$ cat src/hdl/assert_macros.svh
// assertion macros for the rtl files, included by deq_ctrl
`ifndef ASSERT_MACROS_SVH
`define ASSERT_MACROS_SVH

// same-cycle implication, checked out of reset
`define ASSERT_IMPL(label, clk, rst_n, ante, cons) \
    label: assert property (@(posedge clk) disable iff (!rst_n) (ante) |-> (cons)) \
        else $error("deque assertion failed");

// next-cycle implication, checked out of reset
`define ASSERT_NEXT(label, clk, rst_n, ante, cons) \
    label: assert property (@(posedge clk) disable iff (!rst_n) (ante) |=> (cons)) \
        else $error("deque assertion failed");

`endif

$ cat src/hdl/deq_pkg.sv
// package with the deque's constants, codes and result type
package deq_pkg;

    localparam int DEPTH_DEF = 16;
    localparam int WORD_W    = 32;

    // operation codes
    localparam logic [1:0] FN_INS_FRONT = 2'd0;
    localparam logic [1:0] FN_INS_REAR  = 2'd1;
    localparam logic [1:0] FN_DEL_FRONT = 2'd2;
    localparam logic [1:0] FN_DEL_REAR  = 2'd3;

    // status codes
    localparam logic [1:0] ST_DONE  = 2'd0;
    localparam logic [1:0] ST_EMPTY = 2'd1;
    localparam logic [1:0] ST_FULL  = 2'd2;
    localparam logic [1:0] ST_NOFRT = 2'd3;

    typedef struct packed {
        logic       strobe;
        logic       take_data;
        logic [1:0] status;
    } deq_res_t;

endpackage

$ cat src/hdl/deq_ram.sv
// generic single-port-write ram with a registered read port
module deq_ram #(
    parameter int WIDTH = deq_pkg::WORD_W,
    parameter int DEPTH = deq_pkg::DEPTH_DEF,
    localparam int AW   = (DEPTH > 1) ? $clog2(DEPTH) : 1
) (
    input  logic             clk,
    input  logic             wr_en,
    input  logic [AW-1:0]    wr_addr,
    input  logic [WIDTH-1:0] wr_data,
    input  logic             rd_en,
    input  logic [AW-1:0]    rd_addr,
    output logic [WIDTH-1:0] rd_data
);

    logic [WIDTH-1:0] mem [DEPTH];
    logic [WIDTH-1:0] rd_data_reg;

    always_ff @(posedge clk)
    begin
        if (wr_en)
        begin
            mem[wr_addr] <= wr_data;
        end
        if (rd_en)
        begin
            rd_data_reg <= mem[rd_addr];
        end
    end

    assign rd_data = rd_data_reg;

endmodule

$ cat src/hdl/deq_ctrl.sv
// front and rear indices, operation decode and the result register
`include "assert_macros.svh"

module deq_ctrl #(
    parameter int DEPTH = deq_pkg::DEPTH_DEF,
    localparam int AW   = (DEPTH > 1) ? $clog2(DEPTH) : 1,
    localparam int IW   = $clog2(DEPTH + 1)
) (
    input  logic              clk,
    input  logic              rst_n,
    input  logic              accept,
    input  logic [1:0]        func,
    output logic              wr_en,
    output logic [AW-1:0]     wr_addr,
    output logic              rd_en,
    output logic [AW-1:0]     rd_addr,
    output deq_pkg::deq_res_t res
);

    localparam logic [IW-1:0] TOP_IDX = IW'(DEPTH);

    logic [IW-1:0]     front_reg, front_next;
    logic [IW-1:0]     rear_reg, rear_next;
    logic [IW-1:0]     wr_idx, rd_idx;
    logic              empty;
    logic [1:0]        status_next;
    logic              take_next;
    deq_pkg::deq_res_t res_reg, res_next;

    assign empty = (front_reg >= rear_reg);

    always_comb
    begin
        front_next  = front_reg;
        rear_next   = rear_reg;
        wr_en       = 1'b0;
        wr_idx      = rear_reg;
        rd_en       = 1'b0;
        rd_idx      = front_reg;
        status_next = deq_pkg::ST_DONE;
        take_next   = 1'b0;
        if (accept)
        begin
            unique case (func)
                deq_pkg::FN_INS_FRONT:
                begin
                    if (front_reg == '0 && rear_reg == TOP_IDX)
                    begin
                        status_next = deq_pkg::ST_FULL;
                    end
                    else if (empty)
                    begin
                        // empty queue: the word goes in behind the rear
                        if (rear_reg == TOP_IDX)
                        begin
                            status_next = deq_pkg::ST_FULL;
                        end
                        else
                        begin
                            wr_en     = 1'b1;
                            wr_idx    = rear_reg;
                            rear_next = rear_reg + 1'b1;
                        end
                    end
                    else if (front_reg != '0)
                    begin
                        wr_en      = 1'b1;
                        wr_idx     = front_reg - 1'b1;
                        front_next = front_reg - 1'b1;
                    end
                    else
                    begin
                        status_next = deq_pkg::ST_NOFRT;
                    end
                end
                deq_pkg::FN_INS_REAR:
                begin
                    if (rear_reg == TOP_IDX)
                    begin
                        status_next = deq_pkg::ST_FULL;
                    end
                    else
                    begin
                        wr_en     = 1'b1;
                        wr_idx    = rear_reg;
                        rear_next = rear_reg + 1'b1;
                    end
                end
                deq_pkg::FN_DEL_FRONT:
                begin
                    if (empty)
                    begin
                        status_next = deq_pkg::ST_EMPTY;
                    end
                    else
                    begin
                        rd_en      = 1'b1;
                        rd_idx     = front_reg;
                        take_next  = 1'b1;
                        front_next = front_reg + 1'b1;
                    end
                end
                deq_pkg::FN_DEL_REAR:
                begin
                    if (empty)
                    begin
                        status_next = deq_pkg::ST_EMPTY;
                    end
                    else
                    begin
                        rd_en     = 1'b1;
                        rd_idx    = rear_reg - 1'b1;
                        take_next = 1'b1;
                        rear_next = rear_reg - 1'b1;
                    end
                end
            endcase
        end
    end

    assign wr_addr = wr_idx[AW-1:0];
    assign rd_addr = rd_idx[AW-1:0];

    always_comb
    begin
        res_next.strobe    = accept;
        res_next.take_data = take_next;
        res_next.status    = status_next;
    end

    always_ff @(posedge clk or negedge rst_n)
    begin
        if (!rst_n)
        begin
            front_reg <= '0;
            rear_reg  <= '0;
            res_reg   <= '0;
        end
        else
        begin
            front_reg <= front_next;
            rear_reg  <= rear_next;
            res_reg   <= res_next;
        end
    end

    assign res = res_reg;

    `ASSERT_IMPL(a_index_order, clk, rst_n, 1'b1, front_reg <= rear_reg)
    `ASSERT_IMPL(a_rear_bound, clk, rst_n, 1'b1, rear_reg <= TOP_IDX)
    `ASSERT_IMPL(a_write_in_range, clk, rst_n, wr_en, wr_idx < TOP_IDX)
    `ASSERT_IMPL(a_no_rd_and_wr, clk, rst_n, wr_en, !rd_en && status_next == deq_pkg::ST_DONE)
    `ASSERT_NEXT(a_data_has_status, clk, rst_n, rd_en, res.take_data && res.status == deq_pkg::ST_DONE)

endmodule

$ cat src/hdl/array_double_ended_queue_top.sv
// top level of the linear-array deque
//
// A deque of signed 32-bit words in a linear array of DEPTH slots. An item
// (func, item_value) is taken on any clock edge with start high; busy never
// rises, so one item can enter every cycle. Its result appears on
// removed_value and status in the cycle after the item is taken, with
// done high for that single cycle; the receiver cannot stall, so it must
// take the result in that cycle. The result comes from the registered
// status and the registered read port of the slot memory. Slots are not cleared at reset.
module array_double_ended_queue_top #(
    parameter int DEPTH = deq_pkg::DEPTH_DEF
) (
    input  logic                                clk,
    input  logic                                rst_n,
    input  logic                                start,
    output logic                                busy,
    input  logic [1:0]                          func,
    input  logic signed [deq_pkg::WORD_W-1:0]   item_value,
    output logic                                done,
    output logic signed [deq_pkg::WORD_W-1:0]   removed_value,
    output logic [1:0]                          status
);

    localparam int AW = (DEPTH > 1) ? $clog2(DEPTH) : 1;

    logic                        accept;
    logic                        wr_en;
    logic [AW-1:0]               wr_addr;
    logic                        rd_en;
    logic [AW-1:0]               rd_addr;
    logic [deq_pkg::WORD_W-1:0]  rd_data;
    deq_pkg::deq_res_t           res;

    assign busy   = 1'b0;
    assign accept = start && !busy;

    deq_ctrl #(
        .DEPTH (DEPTH)
    ) u_ctrl (
        .clk     (clk),
        .rst_n   (rst_n),
        .accept  (accept),
        .func    (func),
        .wr_en   (wr_en),
        .wr_addr (wr_addr),
        .rd_en   (rd_en),
        .rd_addr (rd_addr),
        .res     (res)
    );

    deq_ram #(
        .WIDTH (deq_pkg::WORD_W),
        .DEPTH (DEPTH)
    ) u_slots (
        .clk     (clk),
        .wr_en   (wr_en),
        .wr_addr (wr_addr),
        .wr_data (item_value),
        .rd_en   (rd_en),
        .rd_addr (rd_addr),
        .rd_data (rd_data)
    );

    // inserts and failed deletes report a zero word
    assign removed_value = res.take_data ? $signed(rd_data) : '0;
    assign status        = res.status;
    assign done          = res.strobe;

endmodule
$ cat config.mk
export PLATFORM = sky130hd
export DESIGN_NAME = array_double_ended_queue_top
export DESIGN_NICKNAME = d
export VERILOG_FILES = /design/src/hdl/deq_pkg.sv /design/src/hdl/deq_ram.sv /design/src/hdl/deq_ctrl.sv /design/src/hdl/array_double_ended_queue_top.sv
export VERILOG_INCLUDE_DIRS = /design/src /design/src/hdl
export SDC_FILE = /design/constraint.sdc
export NUM_CORES = 1
export LEC_CHECK = 0
export ABC_AREA = 0
export BUFFER_PORTS_ARGS = -buffer_cell sky130_fd_sc_hd__buf_2
export CELL_PAD_IN_SITES_DETAIL_PLACEMENT = 1
export CELL_PAD_IN_SITES_GLOBAL_PLACEMENT = 1
export CORE_AREA = 2 2 216 218
export CTS_CLUSTER_DIAMETER = 40
export DETAILED_ROUTE_END_ITERATION = 10
export DIE_AREA = 0 0 218 220
export MAX_ROUTING_LAYER = met4
export PLACE_DENSITY_LB_ADDON = 0.1
export RECOVER_POWER = 25
export REMOVE_ABC_BUFFERS = 1
export SYNTH_ARGS = -nofsm -noshare
export SYNTH_HDL_FRONTEND = slang
export SYNTH_SLANG_ARGS = --single-unit
$ cat constraint.sdc
create_clock -name clk -period 4.5 [get_ports clk]
set_input_delay 0.45 -clock clk [delete_from_list [all_inputs] [get_ports clk]]
set_output_delay 0.45 -clock clk [all_outputs]
set_load 0.02 [all_outputs]
==> flow_summary.yaml <==
grt:
  antenna_found_initial: 2
  grt_pass1_wl_um: 81000
  grt.overflow.total: 0
  first_global_vias: 12500
  grt.total_usage: 0.241
  grt_max_degree: 48
synth:
  synthCells: 1216
  yosys.area.top_type: "edfxtp_1"
  async_flop_share: 0.0251
  yosysTopAreaCellShare: 0.752
  avgSynthCellArea_um2: 17.9
  yosysWarnings: 0
  synth_area_leaders: "edfxtp_1, mux2i_1, o22ai_1"
  synth_cell_types: 41
  ys_seq_area_frac: 0.768
  netlist_area_um2: 21700
  synth_ff_type: "edfxtp_1"
  ys_ff_latch: 558
  synth_edf_count: 544
timing:
  setup_viol: 0
  max_freq_ghz: 0.252
  slew_headroom: 0.180
  layout_min_cycle_time_ns: 3.97
  fin_crit_sh: 0.882
  fin_worst_skew_ns: 0.0251
  hold_violations: 0
  worst_slew_pin_slew_ns: 1.22
  setup_slack_ns: 0.530
  rsz0062_at_grt: "false"
  slew_violations: 0
setup_path:
  startpoint_type: "register"
  endpoint: "u_slots.rd_data[31]$_DFFE_PP_"
  r2r_end: "u_slots.rd_data[31]$_DFFE_PP_"
  crit_chain: "inv_1 > ha_1 > a211oi_2 > o21ai_1 > a211oi_4 > buf_4 > nor4_1 > a31oi_4 > buf_4 > o22ai_1 > or4_1"
  critPathLaunch: "u_ctrl.rear_reg[2]$_DFFE_PN0P_"
  crit_type: "reg2reg"
  critPathBufInv: 3
  max_stage_delay_ns: 0.50
  arrival_ns: 4.28
  cp_slowest_cell: "dfrtp_1"
  r2r_slack_ns: 0.53
  worst-path-stages: 11
  path_max_fanout: 17
  path_common_cell: "buf_4"
  r2r_start: "u_ctrl.rear_reg[2]$_DFFE_PN0P_"
  cp_top_family: "compound AO/OA/AOI/OAI gates"
  worstSetupEndpointType: "register"
  critPathRequiredTime_ns: 4.81
  r2r_cells: 11
routing:
  wl_per_cell_um: 27.2
  vias: 11700
  first_pass_iters: 5
  drt_iter0_drc: 712
  postRouteAntennaNets: 0
  drc: 0
  vias_per_cell: 5.78
  drt-total-wl_um: 54800
layout:
  areaGrowthSynthToFinish_pct: 19.3
  finalNetCount: 1399
  drive_above_1_share: 0.174
  largest_reg_flops: 512
  fillers: 4127
  utilization: 0.565
clocking:
  path_clk_slew_ns: 0.06
  cts_resized: 0
  worstSkewPairLatency_ns: 0.60
  cts.htree.levels: 3
  numCtsBuffers: 71
  clock-root-buffer: "clkbuf_16"
  cts.sinks: 558
  cts_tree: "done"
  cts_buffer_depth: 3
floorplanning:
  die_h_um: 220
  start_util: 0.474
  core-area_um2: 45900
  dieArea_um2: 48000
  row_count: 79
  die_w_um: 218
  ioPinCount: 73
power_and_ir_drop:
  powerDensity_nw_per_um2: 663
  leakage_nw: 9.12
  ir_worst_vdd_uv: 355
run_status:
  status: "finished, final reports clean"
placement:
  hpwl_um: 31300
  gp_congestion: 0.846
  preCtsSetupSlack_ns: 0.545
  numPortBuffers: 71
hold_path:
  hold_class: "in2reg"
job:
  max_cap_viol_count: 0
## synthesized netlist by cell type (2+ instances only)
cell      count
xnor2_1      12
mux2_2        2
nor4_1        3
mux2i_1     258
nor3b_1       2
nor2_1       22
and2_1       32
nor3_1       11
dfrtp_1      14
xor2_1        4
nand2_1      16
a21oi_1       3
a31oi_1       9
clkbuf_1     35
o21ai_0       7
inv_1         8
nor4b_1       2
edfxtp_1    544
a41oi_1       4
or4_1        32
buf_2        27
o22ai_1     128
buf_4         4
nand4_1       4
nand2b_1      3
ha_1         11
nor2b_1       5
## routing by layer
layer | part of all wire | global-route usage
met5 | 0 | -
met4 | 0.018 | 0.0739
met3 | 0.040 | 0.0395
met2 | 0.49 | 0.386
met1 | 0.45 | 0.320
## report_power, final
part	leakage, nW	total, mW	internal, mW	switching [mW]
clock	1.15	5.67	3.44	2.22
sequential	5.08	6.52	6.30	0.228
combinational	2.89	4.99	1.94	3.04
## what timing repair did
action | CTS | global route
endpoints found under the setup margin | 0 | 0
hold buffers | 1 | 0
buffers inserted | 0 | 0
hold endpoints to repair | 14 | 0
## worst min-delay path by stage
stage / start / endpoint / cells past startpoint
detailed placement: rst_n / u_ctrl.res[3]$_DFF_PN0_ / 1
CTS: start / u_ctrl.res[3]$_DFF_PN0_ / 1
floorplan: rst_n / u_ctrl.front_reg[0]$_DFFE_PN0P_ / 0
global placement: rst_n / u_ctrl.res[3]$_DFF_PN0_ / 1
global route: start / u_ctrl.res[3]$_DFF_PN0_ / 1
finish: start / u_ctrl.res[3]$_DFF_PN0_ / 1
## through the flow
step	TNS (ns)	area [um2]	hold WS, ns	power (mW)	std cells
global placement	0	23500	0.377	11.5	1884
CTS	0	25900	0.0476	17.3	2015
floorplan	-944.55	21400	0.154	9.04	1150
finish	0	25900	0.149	17.2	2017
detailed placement	0	23500	0.385	11.6	1884
global route	0	25900	0.175	17.9	2017
## cells by family after synthesis
| family | Yosys count | synth area share |
|---|---|---|
| xor gates and xnor gates | 16 | 0.00645 |
| other | 1 | 0.000173 |
| AOI/OAI and AO/OA | 157 | 0.0462 |
| DFF | 558 | 0.768 |
| muxes | 260 | 0.120 |
| and+or+nand+nor | 139 | 0.0376 |
| adders and majority gates | 11 | 0.00634 |
| buffers and inverters | 74 | 0.0150 |
## cell type report
class | count | area [um2] | area share
sequential | 558 | 16700 | 0.644
tap | 607 | 759 | 0.0293
clock buffer | 81 | 1880 | 0.0725
inverter | 8 | 30.0 | 0.00116
timing repair buffer | 128 | 1070 | 0.0413
multi-input combinational | 584 | 4980 | 0.192
clock inverter | 49 | 499 | 0.0193
antenna | 2 | 5.00 | 0.000193
## placed cells by master, fill, tap and decap left out, drive strengths merged, types with 4 or more instances in the layout
cell type  Yosys  layout
edfxtp       544     544
mux2i        258     258
o22ai        128     128
clkbuf        35     104
buf           31     104
or4           32      32
and2          32      32
clkinv         0      24
nor2          22      22
inv            8      21
nand2         16      16
dfrtp         14      14
xnor2         12      12
nor3          11      11
ha            11      11
a31oi          9       9
o21ai          8       8
bufinv         0       7
nor2b          5       5
clkinvlp       0       5
nand4          4       4
a41oi          4       4
xor2           4       4
No activity file was read; power rests on OpenSTA's default activity.
